===== config.mk =====
export PLATFORM = sky130hd
export DESIGN_NAME = sorted_id_table
export DESIGN_NICKNAME = d
export VERILOG_FILES = /design/src/rtl/core/sid_pkg.sv /design/src/rtl/core/sid_cell.sv /design/src/rtl/core/sorted_id_table.sv
export SDC_FILE = /design/constraint.sdc
export NUM_CORES = 2
export LEC_CHECK = 0
export ABC_AREA = 1
export BUFFER_PORTS_ARGS = -buffer_cell sky130_fd_sc_hd__buf_2
export CAP_MARGIN = 20
export CORE_MARGIN = 3
export CORE_UTILIZATION = 30
export DETAILED_ROUTE_END_ITERATION = 6
export HOLD_SLACK_MARGIN = 0.1
export PLACE_DENSITY = 0.46
export SKIP_LAST_GASP = 1
export SLEW_MARGIN = 20
export SYNTH_ARGS = -nofsm -noshare
export SYNTH_HDL_FRONTEND = slang
export SYNTH_SLANG_ARGS = --single-unit

===== constraint.sdc =====
create_clock -name clock -period 19.15 [get_ports clock]
set_input_delay 5.745 -clock clock [delete_from_list [all_inputs] [get_ports clock]]
set_output_delay 5.745 -clock clock [all_outputs]
set_load 0.03 [all_outputs]

===== src/rtl/core/sid_pkg.sv =====
// Shared types and codes for the sorted identifier table.
package sid_pkg;

   typedef enum logic [1:0] {
      ST_DONE    = 2'd0,
      ST_FULL    = 2'd1,
      ST_MISSING = 2'd2
   } status_type;

   typedef enum logic {
      KIND_INSERT = 1'b0,
      KIND_REMOVE = 1'b1
   } kind_type;

   localparam int ENTRY_COUNT_BITS = 7;
   localparam int REQ_ID_BITS      = 16;

   // compare results that a cell hands to its right-hand neighbour
   typedef struct packed {
      logic gt;
      logic ge;
      logic hit;
   } cell_flags_type;

   // per-cycle command broadcast to every cell
   typedef struct packed {
      logic insert_en;
      logic remove_en;
   } cell_cmd_type;

endpackage


===== src/rtl/core/sid_cell.sv =====
// One slot of the sorted table: compare against the key, shift left or right.
module sid_cell #(
   parameter int ID_BITS = 16
) (
   input  logic                    clock,
   input  logic                    valid,
   input  logic [ID_BITS-1:0]      key,
   input  sid_pkg::cell_cmd_type   cmd,
   input  sid_pkg::cell_flags_type left_flags,
   input  logic [ID_BITS-1:0]      left_entry,
   input  logic [ID_BITS-1:0]      right_entry,
   output sid_pkg::cell_flags_type flags,
   output logic [ID_BITS-1:0]      entry
);

   logic [ID_BITS-1:0] entry_ff;
   logic [ID_BITS-1:0] entry_in;

   // empty slots act as greater than any key
   always_comb begin
      flags.gt  = !valid || (entry_ff > key);
      flags.ge  = !valid || (entry_ff >= key);
      flags.hit = valid && (entry_ff == key) && !left_flags.ge;
   end

   always_comb begin
      entry_in = entry_ff;
      priority if (cmd.insert_en && flags.gt) begin
         entry_in = left_flags.gt ? left_entry : key;
      end else if (cmd.remove_en && flags.ge) begin
         entry_in = right_entry;
      end else begin
         entry_in = entry_ff;
      end
   end

   always_ff @(posedge clock) begin
      entry_ff <= entry_in;
   end

   assign entry = entry_ff;

endmodule


===== src/rtl/core/sorted_id_table.sv =====
// Top level: sorted identifier table built from a row of compare-and-shift cells.
//
// Requests arrive on the req_ stream: req_tuser carries the kind (insert or
// remove) and req_tdata the identifier. Every request yields one response on
// the rsp_ stream with a status code and the number of entries held after it.
// All cells compare the identifier against their entry in the cycle the request
// is taken and shift in the same edge, so the response is registered in the cycle
// after acceptance; one request is taken per cycle unless a held response stalls
// the input. The cell compare and the hit reduction across the row set that figure.
// An insert goes after any equal entries; a remove drops the first equal one.
// A full table rejects an insert with a full status; removing an absent
// identifier returns a not-found status. Neither changes the table.
// Reset empties the table (the count goes to zero; cell contents are left as
// they are and are never read while empty) and drops any pending response.
// When the receiver holds rsp_tready low the response waits in its register
// and req_tready falls until it is taken; it rises again in the same cycle
// the response leaves.
module sorted_id_table #(
   parameter int TABLE_DEPTH = 64,
   parameter int ID_BITS     = 16
) (
   input  logic        clock,
   input  logic        reset,
   input  logic        req_tvalid,
   output logic        req_tready,
   input  logic [15:0] req_tdata,   // [15:0] entity_id
   input  logic [0:0]  req_tuser,   // [0] kind
   output logic        rsp_tvalid,
   input  logic        rsp_tready,
   output logic [15:0] rsp_tdata    // [1:0] status, [8:2] entry_count, [15:9] zero
);

   localparam int CW = $clog2(TABLE_DEPTH + 1);
   localparam int EB = sid_pkg::ENTRY_COUNT_BITS;

   logic [CW-1:0]            count_ff;
   logic [CW-1:0]            count_in;
   logic                     rsp_tvalid_ff;
   logic                     rsp_tvalid_in;
   sid_pkg::status_type      status_ff;
   sid_pkg::status_type      status_in;
   logic [EB-1:0]            entry_count_ff;
   logic [EB-1:0]            entry_count_in;

   logic                     accept;
   logic                     is_insert;
   logic                     full;
   logic                     found;
   logic [ID_BITS-1:0]       key;
   sid_pkg::cell_cmd_type    cmd;

   sid_pkg::cell_flags_type  flags [TABLE_DEPTH];
   logic [ID_BITS-1:0]       entries [TABLE_DEPTH];
   logic [TABLE_DEPTH-1:0]   hit_vec;

   assign req_tready = !rsp_tvalid_ff || rsp_tready;
   assign accept     = req_tvalid && req_tready;
   assign is_insert  = (sid_pkg::kind_type'(req_tuser[0]) == sid_pkg::KIND_INSERT);
   assign full       = (count_ff == CW'(TABLE_DEPTH));

   generate
      if (ID_BITS <= sid_pkg::REQ_ID_BITS) begin : g_key_narrow
         assign key = req_tdata[ID_BITS-1:0];
      end else begin : g_key_wide
         assign key = {{(ID_BITS - sid_pkg::REQ_ID_BITS){1'b0}}, req_tdata};
      end
   endgenerate

   genvar i;
   generate
      for (i = 0; i < TABLE_DEPTH; i++) begin : g_cell
         sid_pkg::cell_flags_type left_flags;
         logic [ID_BITS-1:0]      left_entry;
         logic [ID_BITS-1:0]      right_entry;

         if (i == 0) begin : g_first
            assign left_flags = '0;
            assign left_entry = key;
         end else begin : g_mid
            assign left_flags = flags[i-1];
            assign left_entry = entries[i-1];
         end

         if (i == TABLE_DEPTH - 1) begin : g_last
            assign right_entry = entries[i];
         end else begin : g_inner
            assign right_entry = entries[i+1];
         end

         sid_cell #(
            .ID_BITS (ID_BITS)
         ) u_cell (
            .clock       (clock),
            .valid       (count_ff > CW'(i)),
            .key         (key),
            .cmd         (cmd),
            .left_flags  (left_flags),
            .left_entry  (left_entry),
            .right_entry (right_entry),
            .flags       (flags[i]),
            .entry       (entries[i])
         );

         assign hit_vec[i] = flags[i].hit;
      end
   endgenerate

   assign found = |hit_vec;

   always_comb begin
      cmd.insert_en = accept && is_insert && !full;
      cmd.remove_en = accept && !is_insert && found;
   end

   always_comb begin
      count_in  = count_ff;
      status_in = status_ff;
      if (accept) begin
         priority if (is_insert) begin
            if (full) begin
               status_in = sid_pkg::ST_FULL;
            end else begin
               status_in = sid_pkg::ST_DONE;
               count_in  = count_ff + CW'(1);
            end
         end else begin
            if (found) begin
               status_in = sid_pkg::ST_DONE;
               count_in  = count_ff - CW'(1);
            end else begin
               status_in = sid_pkg::ST_MISSING;
            end
         end
      end
   end

   generate
      if (CW >= EB) begin : g_cnt_trunc
         assign entry_count_in = accept ? count_in[EB-1:0] : entry_count_ff;
      end else begin : g_cnt_ext
         assign entry_count_in = accept ? {{(EB - CW){1'b0}}, count_in} : entry_count_ff;
      end
   endgenerate

   assign rsp_tvalid_in = accept || (rsp_tvalid_ff && !rsp_tready);

   always_ff @(posedge clock) begin
      if (reset) begin
         count_ff      <= '0;
         rsp_tvalid_ff <= 1'b0;
      end else begin
         count_ff      <= count_in;
         rsp_tvalid_ff <= rsp_tvalid_in;
      end
   end

   always_ff @(posedge clock) begin
      status_ff      <= status_in;
      entry_count_ff <= entry_count_in;
   end

   assign rsp_tvalid = rsp_tvalid_ff;
   assign rsp_tdata  = {{(16 - EB - 2){1'b0}}, entry_count_ff, status_ff};

   a_count_bound : assert property (@(posedge clock) disable iff (reset)
      count_ff <= CW'(TABLE_DEPTH))
      else $error("entry count above table depth");

   a_full_reject : assert property (@(posedge clock) disable iff (reset)
      accept && is_insert && full |=> rsp_tvalid && status_ff == sid_pkg::ST_FULL
         && count_ff == $past(count_ff))
      else $error("insert into full table changed state");

   a_single_hit : assert property (@(posedge clock) disable iff (reset)
      $onehot0(hit_vec))
      else $error("more than one cell claims the remove");

   a_insert_count : assert property (@(posedge clock) disable iff (reset)
      accept && is_insert && !full |=> count_ff == $past(count_ff) + CW'(1)
         && status_ff == sid_pkg::ST_DONE)
      else $error("insert did not advance entry count");

endmodule

-- Word-level counts from Yosys, hierarchy flattened
Index checks and enable logic that the tools add are counted.
- input bits: 21
- output and inout bits: 18
- logic and storage cells: 1106
- register bits after elaboration: 1041
- bitwise logic cells: 1
- equal/unequal tests: 65
- magnitude comparators: 191
- add/sub/neg operators: 2
- mux-type cells: 196
- reduce and logical (&&, ||, !) cells: 583
- operator list (kind ; count):
    2-to-1 mux 16 bit ; 189
    equality test 16 bit ; 64
    > comparator 16 bit ; 64
    greater-or-equal comparator 16 bit ; 63
    logical AND 1 bit ; 260
    > comparator 7 x 6 -> 1 bit, second input constant ; 32
    logical NOT 1 bit ; 130
    logical OR 1 bit ; 129
    nonzero test 2 bit ; 63
    > comparator 7 x 5 -> 1 bit, second input constant ; 16
    OR reduction 64 bit ; 1
    > comparator 7 x 4 -> 1 bit, second input constant ; 8
    > comparator 7 x 3 -> 1 bit, second input constant ; 4
    2-to-1 mux 7 bit ; 4
    > comparator 7 x 1 -> 1 bit, second input constant ; 2
    > comparator 7 x 2 -> 1 bit, second input constant ; 2
    adder 7 x 1 -> 7 bit, second input constant ; 1
    equality test 7 bit, second input constant ; 1
    subtractor 7 x 1 -> 7 bit, second input constant ; 1
    2-to-1 mux 2 bit ; 2
    2-to-1 mux 1 bit ; 1
    NOT 1 bit ; 1

-- Longest topological paths before layout
- word-level depth: 10
- depth in mapped cells: 23
- mapped depth without buffers: 21

-- By module
Synthesis repeated with hierarchy kept, for this count alone.
- cells, all modules: 12236
- area total of the unflattened synthesis: 92190.9 µm²
- by module, submodules not included (module ; instances ; cells each ; area an instance (µm²) ; seq. area each (µm²)):
    sid_cell ; 64 ; 186 ; 1410.1 ; 480.5
    sorted_id_table ; 1 ; 332 ; 1944.4 ; 430.4

-- Worst setup path before layout
Ideal clock, no wire load.
- path type: in2out
- from: input port rsp_tready
- to: output port req_tready
- data required time: 13405 ps
- setup slack: 7402 ps
- cell stages on the path: 2
- arrival: 6003 ps
- path buffers: 0
- cell sequence: inv_1 nand2_1
- cells in the longest elaborated chain, start to end: 1
- ends and longest elaborated chain (what ; line ; text):
    start, declared ; sorted_id_table.sv:29 ; input logic rsp_tready,
    logical OR 1 bit ; sorted_id_table.sv:56 ; assign req_tready = !rsp_tvalid_ff || rsp_tready;
    end, declared ; sorted_id_table.sv:25 ; output logic req_tready,
No other way between the ends.

-- Worst setup path after layout
Same ends and word-level chain as after synthesis.

==> flow_summary.yaml <==
final_layout:
  final_common_cell: "o21ai_0"
  nets: 11161
  synthToLayoutAreaGrowth_pct: 10.4
  final_cell_area_mm2: 0.0896
  final-instance-count-excl-fill: 13773
  final_cell_mix: "2943 x o21ai_0, 1573 x nor2_1, 1378 x nand2_1"
  fin_util_pct: 33.4
  fillers: 28198
  drive_above_1_share_pct: 4.80
global_routing:
  grt_pass1_vias: 73015
  grt_usage_pct: 23.1
  antenna_found_initial: 11
  grt_first_pass_wirelength_um: 488000
  grt_overflow: 0
  grt_max_degree: 144
critical_path:
  slowest_stage: "buf_2"
  worst_setup_path_start_kind: "input pin"
  worstPathRequired_ps: 13400
  cp_common_cell: "buf_2"
  cp_max_fo: 3
  cp.arrival_ps: 6130
  path_class: "in2out"
  critPathMaxStageDelay_ps: 200
  cp_cell_sequence: "buf_2 -> inv_1 -> nand2_1 -> buf_2"
  cp-end-kind: "output pin"
die:
  core_area_mm2: 0.269
  pin_count: 39
  die_w_um: 526
  dieArea_mm2: 0.277
  initial_utilization_pct: 30.2
  rows: 190
  die_h_um: 526
sta:
  rsz0062_at_grt: "no"
  finalCritPeriodShare_pct: 62.0
  hold_ws_ps: 512
  finClkSkew_ps: 44.5
  final.setup.worst_slack_ps: 7280
  setup_viol: 0
  hold_viol: 0
  fmax_ghz: 0.0842
  tightest_slew_ps: 1200
  fin_tns_setup_ps: 0
  slew_headroom_pct: 20.3
  period_minus_slack_ps: 11870
  finalMaxSlewViolations: 0
yosys:
  synth-seq-area-share_pct: 38.4
  syn_area_per_cell_um2: 7.87
  ys.flop_type: "edfxtp_1"
  synthArstFlopShare_pct: 0
  synth_cell_types: 46
  syn_area_mm2: 0.0812
  ys_ff_latch: 1041
  ys_warn_count: 0
  syn_inst: 10317
  synth-edff-count: 1033
cts:
  cts_sinks: 1041
  max-clock-path-buffers: 3
  clock-root-buffer: "clkbuf_16"
  post_cts_buffers: 0
  path_clk_slew_ps: 50
  ctsHoldBuffers: 0
  tritoncts: "built"
  cts_buffers: 140
  ctsResizeCount: 0
  clock_latency_ps: 840
  htreeDepth: 4
detailed_routing:
  routed_via_density: 5.56
  firstDrtPassIters: 6
  drtAntennaViolNets: 0
  drt_iter0_markers: 7560
  drt_wl_total_um: 333000
  drc: 0
  vias: 76553
  wl_per_cell_um: 24.2
placed_design:
  dpl_cell_area_mm2: 0.0851
  dp_hpwl_um: 234000
  routabilityCongestion: 0.929
  portBuffers: 31
  place_ws_ps: 7280
  placed_cells: 13520
power:
  finalPower_mw: 6.47
  power.leakage_nw: 35.7
  p_per_area_mw_per_mm2: 72.2
  irDropWorstVdd_v: 0.0000692
flow_run:
  cap_violations: 0
outcome:
  status: "completed"
worst_hold_path:
  hp-class: "reg2reg"
[worst paths after layout]
| path | endpoint | from | depth (start not counted) | slack [ps] |
|---|---|---|---|---|
| min reg2reg | rsp_tvalid$_SDFF_PP0_ | rsp_tvalid$_SDFF_PP0_ | 2 | 510 |
| min | rsp_tvalid$_SDFF_PP0_ | rsp_tvalid$_SDFF_PP0_ | 2 | 510 |
| max | req_tready | rsp_tready | 4 | 7280 |
| max reg2reg | g_cell[40].u_cell.entry[2]$_DFFE_PP_ | count_ff[2]$_SDFF_PP0_ | 18 | 13330 |
[synth_stat cells, types with 2 or more instances]
cell      count  area [µm²]
clkinv_1      3        11.3
o21a_1       18         135
dfxtp_1       8         160
buf_2        14        70.1
o21ai_1      24         120
edfxtp_1   1033       31000
nand3_1     195         976
o22ai_1     103         644
and3_1       20         125
buf_6         5        56.3
nand2_1    1379        5180
nor4_1        2        12.5
a211oi_1      2        15.0
nor2_1     1581        5930
buf_4        10        75.1
ha_1       1029       12900
inv_1       609        2290
a21oi_2       6        52.6
nand3b_1     43         323
o211ai_1     30         225
a21o_1       44         330
clkbuf_1    519        1950
and2_1       18         113
a21boi_0      6        45.0
nor2_2       13        81.3
o21ai_0    2963       14800
a21oi_1     417        2090
nand2_2       5        31.3
nor2_4        2        22.5
nand4_1      98         613
or2_2        15        93.8
inv_2        10        37.5
buf_1        15        56.3
o21bai_1     57         428
nor3_1       10        50.1
[cell type report]
type / instances / area, µm² / area share [%]
inverter: 623 / 2400 / 2.68
clock buffer: 182 / 3770 / 4.21
tap: 3552 / 4440 / 4.96
sequential: 1041 / 31200 / 34.8
clock inverter: 67 / 723 / 0.807
multi-input combinational: 8096 / 45500 / 50.8
antenna: 3 / 7.51 / 0.00838
timing repair buffer: 209 / 1550 / 1.73
[state kept, by name, summed over array words and instances (netlist names)]
name / count
status_ff: 2
g_cell.u_cell.entry: 1024
rsp_tvalid: 1
count_ff: 7
entry_count_ff: 7
[worst max-delay path, delay by kind of cell]
kind | cells | cell delay [ps]
AND/OR/NAND/NOR | 1 | 80
buffers and inverters | 3 | 300
[per-layer routing]
layer  GRT usage, %  share of wire [%]
met1           31.9                 45
met2           36.7                 45
met3           3.29                6.9
met4           8.48                3.9
met5              0              0.023
[report_power, final]
part	internal [mW]	leakage [nW]	switching, mW
sequential	2.67	9.76	0.129
combinational	0.306	23.7	0.690
clock	1.54	2.19	1.13
[cells by family after synthesis]
kind of cell | after synthesis | share of synthesized area, %
other cells | 1 | 0.00462
buf+inv | 1186 | 5.60
simple gates | 3385 | 16.8
flops | 1041 | 38.4
compound gates | 3675 | 23.4
fa+ha+maj | 1029 | 15.9
Note: power is estimated with default switching activity, not from simulation.
